`src/pli_pkg.sv`:
```
`timescale 1ns / 1ps
// ----------------------------------------------------------------------------
// pli_pkg
// Shared types, codes and defaults for the piecewise linear interpolator.
// ----------------------------------------------------------------------------
package pli_pkg;

  localparam int DEF_MAX_POINTS = 64;

  localparam logic [1:0] REQ_CLEAR  = 2'd0;
  localparam logic [1:0] REQ_INSERT = 2'd1;
  localparam logic [1:0] REQ_EVAL   = 2'd2;
  localparam logic [1:0] REQ_UNUSED = 2'd3;

  localparam logic [2:0] ST_OK   = 3'd0;
  localparam logic [2:0] ST_FULL = 3'd1;
  localparam logic [2:0] ST_FEW  = 3'd2;
  localparam logic [2:0] ST_ZERO = 3'd3;
  localparam logic [2:0] ST_SAT  = 3'd4;

  // restoring divider: 65-bit dividend, one quotient bit per step,
  // preceded by one rounding step
  localparam int DIV_STEPS = 65;
  localparam int DIV_CW    = 7;

  typedef struct packed {
    logic load;
    logic ins_rd;
    logic ins_cmp;
    logic ins_put;
    logic bs_rd;
    logic bs_cmp;
    logic seg_j;
    logic seg_rd0;
    logic seg_rd1;
    logic seg_ld;
    logic set_zero;
    logic mul0;
    logic mul1;
    logic div_init;
    logic div_step;
    logic fin;
    logic out_load;
  } cmd_t;

  typedef struct packed {
    logic full;
    logic few;
    logic empty;
    logic gt;
    logic idx_zero;
    logic bs_done;
    logic dx_bad;
    logic div_last;
    logic out_free;
  } sts_t;

endpackage

```
`src/pli_ctrl.sv`:
```
`timescale 1ns / 1ps
// ----------------------------------------------------------------------------
// pli_ctrl
// Sequencer for clear, insert and evaluate requests.
// ----------------------------------------------------------------------------
module pli_ctrl import pli_pkg::*; (
  input  logic       clk,
  input  logic       rst,
  input  logic       in_valid,
  input  logic [1:0] req_type,
  output logic       in_ready,
  input  sts_t       sts,
  output cmd_t       cmd
);

  typedef enum logic [15:0] {
    S_IDLE     = 16'h0001,
    S_INS_RD   = 16'h0002,
    S_INS_CMP  = 16'h0004,
    S_INS_PUT  = 16'h0008,
    S_BS_RD    = 16'h0010,
    S_BS_CMP   = 16'h0020,
    S_SEG_J    = 16'h0040,
    S_SEG_RD0  = 16'h0080,
    S_SEG_RD1  = 16'h0100,
    S_SEG_LD   = 16'h0200,
    S_CHK      = 16'h0400,
    S_MUL0     = 16'h0800,
    S_MUL1     = 16'h1000,
    S_DIV_INIT = 16'h2000,
    S_DIV      = 16'h4000,
    S_OUT      = 16'h8000
  } state_t;

  state_t state, state_next;
  logic   fin_pending;

  assign in_ready = (state == S_IDLE) && !rst;

  always_comb begin
    state_next = state;
    cmd        = '0;
    unique case (state)
      S_IDLE: begin
        if (in_valid && !rst) begin
          cmd.load = 1'b1;
          case (req_type)
            REQ_INSERT: begin
              if (sts.full)       state_next = S_OUT;
              else if (sts.empty) state_next = S_INS_PUT;
              else                state_next = S_INS_RD;
            end
            REQ_EVAL: state_next = sts.few ? S_OUT : S_BS_RD;
            default:  state_next = S_OUT;
          endcase
        end
      end
      S_INS_RD: begin
        cmd.ins_rd = 1'b1;
        state_next = S_INS_CMP;
      end
      S_INS_CMP: begin
        cmd.ins_cmp = 1'b1;
        if (!sts.gt)          state_next = S_OUT;
        else if (sts.idx_zero) state_next = S_INS_PUT;
      end
      S_INS_PUT: begin
        cmd.ins_put = 1'b1;
        state_next  = S_OUT;
      end
      S_BS_RD: begin
        cmd.bs_rd  = 1'b1;
        state_next = sts.bs_done ? S_SEG_J : S_BS_CMP;
      end
      S_BS_CMP: begin
        cmd.bs_cmp = 1'b1;
        state_next = S_BS_RD;
      end
      S_SEG_J: begin
        cmd.seg_j  = 1'b1;
        state_next = S_SEG_RD0;
      end
      S_SEG_RD0: begin
        cmd.seg_rd0 = 1'b1;
        state_next  = S_SEG_RD1;
      end
      S_SEG_RD1: begin
        cmd.seg_rd1 = 1'b1;
        state_next  = S_SEG_LD;
      end
      S_SEG_LD: begin
        cmd.seg_ld = 1'b1;
        state_next = S_CHK;
      end
      S_CHK: begin
        if (sts.dx_bad) begin
          cmd.set_zero = 1'b1;
          state_next   = S_OUT;
        end else begin
          state_next = S_MUL0;
        end
      end
      S_MUL0: begin
        cmd.mul0   = 1'b1;
        state_next = S_MUL1;
      end
      S_MUL1: begin
        cmd.mul1   = 1'b1;
        state_next = S_DIV_INIT;
      end
      S_DIV_INIT: begin
        cmd.div_init = 1'b1;
        state_next   = S_DIV;
      end
      S_DIV: begin
        cmd.div_step = 1'b1;
        if (sts.div_last) state_next = S_OUT;
      end
      S_OUT: begin
        cmd.fin = fin_pending;
        if (sts.out_free && !fin_pending) begin
          cmd.out_load = 1'b1;
          state_next   = S_IDLE;
        end
      end
      default: state_next = S_IDLE;
    endcase
  end

  // final add and saturation run in the cycle after the last divide step
  always_ff @(posedge clk) begin
    if (rst) begin
      state       <= S_IDLE;
      fin_pending <= 1'b0;
    end else begin
      state       <= state_next;
      fin_pending <= (state == S_DIV) && sts.div_last;
    end
  end

endmodule

```
`config.mk`:
```
export PLATFORM = sky130hd
export DESIGN_NAME = pli_ctrl
export DESIGN_NICKNAME = d
export VERILOG_FILES = /design/src/pli_pkg.sv /design/src/pli_ctrl.sv
export SDC_FILE = /design/constraint.sdc
export NUM_CORES = 1
export LEC_CHECK = 0
export BUFFER_PORTS_ARGS = -buffer_cell sky130_fd_sc_hd__clkbuf_2
export CAP_MARGIN = 20
export CORE_MARGIN = 5
export CORE_UTILIZATION = 38
export CTS_CLUSTER_SIZE = 10
export DETAILED_ROUTE_END_ITERATION = 12
export SYNTH_ARGS = -nofsm -noshare
export SYNTH_HDL_FRONTEND = slang
export SYNTH_SLANG_ARGS = --single-unit
```
`constraint.sdc`:
```
create_clock -name clk -period 2.11 [get_ports clk]
set_input_delay 0.211 -clock clk [delete_from_list [all_inputs] [get_ports clk]]
set_output_delay 0.211 -clock clk [all_outputs]
set_load 0.005 [all_outputs]
```
==> out/qor.yml, run 1 <==
status: "complete, but fails checks"
violations: "negative setup slack"
wire_per_inst_um: 15.5
crit_chain: "nor4_4 -> nand2_4 -> or4_4 -> nor3b_2 -> clkbuf_2"
slowest_stage: "or4_4"
via_per_inst: 5.74
setup_viol_count_final: 2
seq_area_frac_synth_pct: 29.4
holdCritStartpoint: "sts[3]"
die_w_um: 65.2
rows: 20
maxSlewHeadroom_pct: 63.4
dieHeight_um: 65.2
gp_congestion: 0.911
antenna_found_initial: 0
final-instance-count-excl-fill: 219
drtIter0Drc: 85
arrival_ps: 1920
cts-buffers-inserted: 3
max_freq_mhz: 469
numPortBuffers: 31
netlist_area_mm2: 0.00116
slowest_delay_ps: 440
cts_buffer_depth: 2
worst-slew-pin-transition_ps: 541
area_delta_synth_final_pct: 32.8
synth_edf_count: 0
drc: 0
grt-ovfl-total: 0
dpl.cell_count: 207
nets: 203
switching_share_pct: 39.7
postSynthAreaPerCell_um2: 8.27
rsz0062_at_grt: "true"
first_pass_iters: 4
final_util_pct: 51.6
start_util_pct: 38.9
cts_hold_buf: 0
tritoncts: "built"
synth_top_area_share_pct: 29.4
synth.distinct_cells: 44
p_int_uw: 716
crit_type: "reg2out"
grt_max_degree: 12
num_io_pins: 32
min_path_type: "in2reg"
num_antenna_cells: 0
grt_pass1_wl_mm: 5.49
clock-sinks: 17
hold_viol_final: 0
layout_setup_ws_ps: -21.4
grt_pass1_vias: 1187
async_flop_share_pct: 0
clk_pin_slew_worst_paths_ps: 100
vias: 1257
mostFrequentLayoutCell: "clkbuf_2"
syn_nets: 156
final.setup_skew_ps: 4.70
synth_cells: 140
required_ps: 1900
power.density_mw_per_mm2: 773
power_leakage_nw: 0.672
worstHoldEndpoint: "state[5]"
fin_crit_ps: 2130
crit_path_end_kind: "output pin"
reg2reg_setup_slack_ps: 140
irDropWorstVdd_v: 0.000426
core_region_area_mm2: 0.00298
ant_nets: 0
min_path_cells: 2
whs_ps: 79.0
h-tree-depth: 1
dieArea_mm2: 0.00425
yosysWarnings: 0
fin_crit_sh_pct: 101
ys_top_cells_by_area: "dfxtp_1 29%, nor2_1 6.2%, nor4b_1 6.1%"
cap_viol_max_count: 0
reg2reg_to: "state[15]"
dp_hpwl_mm: 2.57
clock_latency_ps: 300
fin_tns_setup_ps: -39.3
clock-root-buffer: "clkbuf_4"
startpoint: "state[14]"
power.switching_uw: 472
start_kind: "flop"
seq_power_share_pct: 32.5
layout_common_cells: "27 x clkbuf_2, 17 x nor2_1, 17 x buf_4"
p_clk_share_pct: 15.4
finalWirelength_mm: 3.38
combPwrFrac_pct: 52.1
layout-drive-gt1-share_pct: 39.8
grt_usage_pct: 16.5
synth-seq-cells: 17
n_fill_cell: 290
yosys.area.top_type: "dfxtp_1"
slew_viol_final: 0
synth_ff_type: "dfxtp_1"
ff2ff_path_depth: 6
timing.rr.start: "state[14]"
crit_path_max_fanout: 3
==> sequential cells by signal (all words and copies together), names as in the netlist <==
name,flops
fin_pending,1
state,16
==> routing by layer <==
| layer | vias to the layer above | global-route usage [%] | share of wire [%] |
|---|---|---|---|
| met5 | - | 0 | 0 |
| met4 | 0 | 4.15 | 1.4 |
| met3 | 6 | 3.93 | 4.6 |
| met2 | 30 | 29.3 | 50 |
| met1 | 598 | 19.7 | 44 |
| li1 | 623 | - | - |
==> stage by stage <==
| stage | worst slack, ps | cell area (µm²) | total power, mW |
|---|---|---|---|
| after floorplan | 266 | 1160 | 0.723 |
| after global placement | 169 | 1390 | 0.912 |
| after detailed placement | 108 | 1390 | 0.917 |
| after CTS | -25.4 | 1490 | 1.14 |
| after global routing | -136 | 1540 | 1.27 |
| final | -21.4 | 1540 | 1.19 |
==> layout make-up <==
cell class                 instances  area [µm²]  area share, %
sequential                        17         350           22.8
multi-input combinational        109         800           52.0
inverter                           8        30.0           1.95
tap                               33        41.3           2.69
timing repair buffer              48         289           18.8
clock buffer                       4        26.3           1.71
==> kinds of logic (layout without fill, tap and decap cells) <==
kind of cell | Yosys count | after routing | synth area share, %
AOI/OAI and AO/OA | 19 | 19 | 12.8
xor gates and xnor gates | 3 | 3 | 2.27
buffers and inverters | 14 | 60 | 4.97
adders and majority gates | 2 | 2 | 2.16
and+or+nand+nor | 85 | 85 | 48.4
DFF | 17 | 17 | 29.4
==> worst max path at each step <==
| stage | slack [ps] | to | cells after the start |
|---|---|---|---|
| 5_1_grt | -140 | cmd[5] | 5 |
| 3_3_place_gp | 170 | cmd[8] | 5 |
| 6_report | -20 | cmd[8] | 5 |
| 2_1_floorplan | 270 | state[9] | 6 |
| 3_5_place_dp | 110 | cmd[11] | 5 |
| 4_1_cts | -30 | cmd[8] | 5 |
==> Yosys cell counts, types with 2 or more instances <==
master / count
nand2b_1: 3
ha_1: 2
o21ai_0: 2
nor4b_1: 8
nor4_4: 2
a221oi_1: 2
xnor2_1: 2
nor4_1: 5
nand4b_1: 4
and2_1: 2
or4b_2: 2
nor2_1: 19
and4_1: 3
and3_1: 2
nor2b_1: 3
nand3_1: 4
o2bb2ai_1: 2
clkbuf_1: 4
nand2_1: 9
inv_1: 8
dfxtp_1: 17
a21oi_1: 3
nand4_1: 5
nor3_1: 3
nor3b_1: 5
==> worst max-delay path: cells and delay by family (launching register included) <==
family | cells | cell delay (ps)
and+or+nand+nor | 4 | 1110
DFF | 1 | 370
buffers and inverters | 1 | 140
==> repair_timing <==
item,in CTS,in global routing
setup buffers,6,2
pin swaps,5,4
endpoints found under the setup margin,7,11
resized for setup,7,13
==> power by group through the flow <==
| stage | sequential, mW | clock, mW | combinational [mW] |
|---|---|---|---|
| global route | 0.393 | 0.203 | 0.675 |
| floorplan | 0.384 | 0 | 0.339 |
| CTS | 0.383 | 0.187 | 0.567 |
| global placement | 0.391 | 0 | 0.521 |
| detailed placement | 0.392 | 0 | 0.525 |
| finish | 0.386 | 0.183 | 0.618 |
Note: power is estimated with default switching activity, not from simulation.
==> run 2: changes to the inputs <==
- clock period: 2.11 -> 2.5 ns (I/O delays scaled with it)
==> run 2 against run 1 <==
Against the previous run:
- the flow now finishes without violations
- combinational power is 34% lower
- non-clock buffer count down 12
- flip-flop and latch count unchanged
- power fell by 26%
- via count decreased by 3.5%
- critical path depth unchanged
==> out/qor.yml, run 2 (synthesis results as in run 1) <==
status: "finished clean"
irDropWorstVdd_v: 0.000347
slew_viol_final: 0
holdCritStartpoint: "sts[3]"
layout_common_cells: "31 x clkbuf_2, 19 x nor2_1, 17 x dfxtp_1"
grt_pass1_vias: 1192
p_total_uw: 881
crit_path_max_fanout: 7
gp_congestion: 0.858
clock-sinks: 17
clock-root-buffer: "clkbuf_4"
ant_nets: 0
rsz0062_at_grt: "false"
cts_hold_buf: 0
grt-ovfl-total: 0
area_delta_synth_final_pct: 20.1
wire_per_inst_um: 15.4
crit_path_end_kind: "output pin"
dieArea_mm2: 0.00425
fin_tns_setup_ps: 0
fin_crit_sh_pct: 92.6
layout-drive-gt1-share_pct: 27.6
arrival_ps: 2070
min_path_cells: 2
vias: 1213
reg2reg_setup_slack_ps: 520
tritoncts: "built"
reg2reg_to: "state[15]"
antenna_found_initial: 0
cts_buffer_depth: 2
ff2ff_path_depth: 5
core_region_area_mm2: 0.00298
dp_hpwl_mm: 2.53
top_regs: "state (16), fin_pending (1)"
cap_viol_max_count: 0
first_pass_iters: 4
drtIter0Drc: 72
finalWirelength_mm: 3.20
power.density_mw_per_mm2: 633
max_freq_mhz: 432
dieHeight_um: 65.2
start_util_pct: 38.9
nets: 191
top_register: "state"
clock_latency_ps: 290
worst-slew-pin-transition_ps: 473
required_ps: 2250
final.setup_skew_ps: 12.4
min_path_type: "in2reg"
hold_viol_final: 0
via_per_inst: 5.86
timing.rr.start: "state[14]"
cts-buffers-inserted: 3
die_w_um: 65.2
power_leakage_nw: 0.597
largest_reg_flops: 16
clk_pin_slew_worst_paths_ps: 100
grt_max_degree: 12
grt_usage_pct: 16.0
maxSlewHeadroom_pct: 68.0
crit_type: "reg2out"
h-tree-depth: 1
setup_viol_count_final: 0
num_antenna_cells: 0
mostFrequentLayoutCell: "clkbuf_2"
drc: 0
grt_pass1_wl_mm: 5.38
rows: 20
num_io_pins: 32
start_kind: "flop"
worstHoldEndpoint: "state[5]"
fin_crit_ps: 2320
numPortBuffers: 31
==> run 2: cell types whose count changed in the layout (fill, tap and decap cells not counted), sizes merged <==
cell / delta
buf: -16
clkbuf: +4
==> run 2: how the worst max path moves through the flow <==
stage / to / start
floorplan: cmd[5] / state[6]
global placement: cmd[8] / state[5]
detailed placement: cmd[8] / state[5]
CTS: cmd[8] / state[5]
global route: cmd[11] / state[11]
finish: cmd[8] / state[14]
==> run 2: stage by stage <==
| stage | worst slack [ps] | util [%] | area [µm²] | hold slack (ps) | cells |
|---|---|---|---|---|---|
| floorplan | 640 | - | 1160 | 326 | 140 |
| global placement | 394 | 45.3 | 1350 | 428 | 201 |
| detailed placement | 366 | 45.3 | 1350 | 431 | 201 |
| CTS | 43.1 | 46.2 | 1380 | 124 | 205 |
| global route | 1.45 | 46.7 | 1390 | 137 | 207 |
| finish | 185 | 46.7 | 1390 | 131 | 207 |
==> run 2: worst max-delay path, stage by stage (launching register included) <==
cell,delay [ps]
dfxtp_1,400
nor4_4,430
nand2_4,110
or4_4,450
nor3b_2,230
clkbuf_2,140
==> run 2: area by class of cell <==
class                      count  area [µm²]
fill                         302        1590
timing repair buffer          36         193
multi-input combinational    109         759
inverter                       8        30.0
tap                           33        41.3
sequential                    17         340
clock buffer                   4        26.3
==> run 2: power breakdown <==
part	internal [mW]	total (mW)	switching [mW]
Combinational	0.175	0.408	0.234
Clock	0.0621	0.148	0.0854
Sequential	0.292	0.325	0.0326
==> run 2: repair_timing <==
item,CTS,global route
gates resized for setup,0,0
setup endpoints to repair,0,3
buffers inserted,0,2
==> run 2: routing by layer <==
layer	track usage, %	wire (µm)	part of all wire, %
met3	4.10	169	5.3
met2	27.4	1580	50
met5	0	0	0
met1	19.6	1420	44
met4	4.66	24	0.75
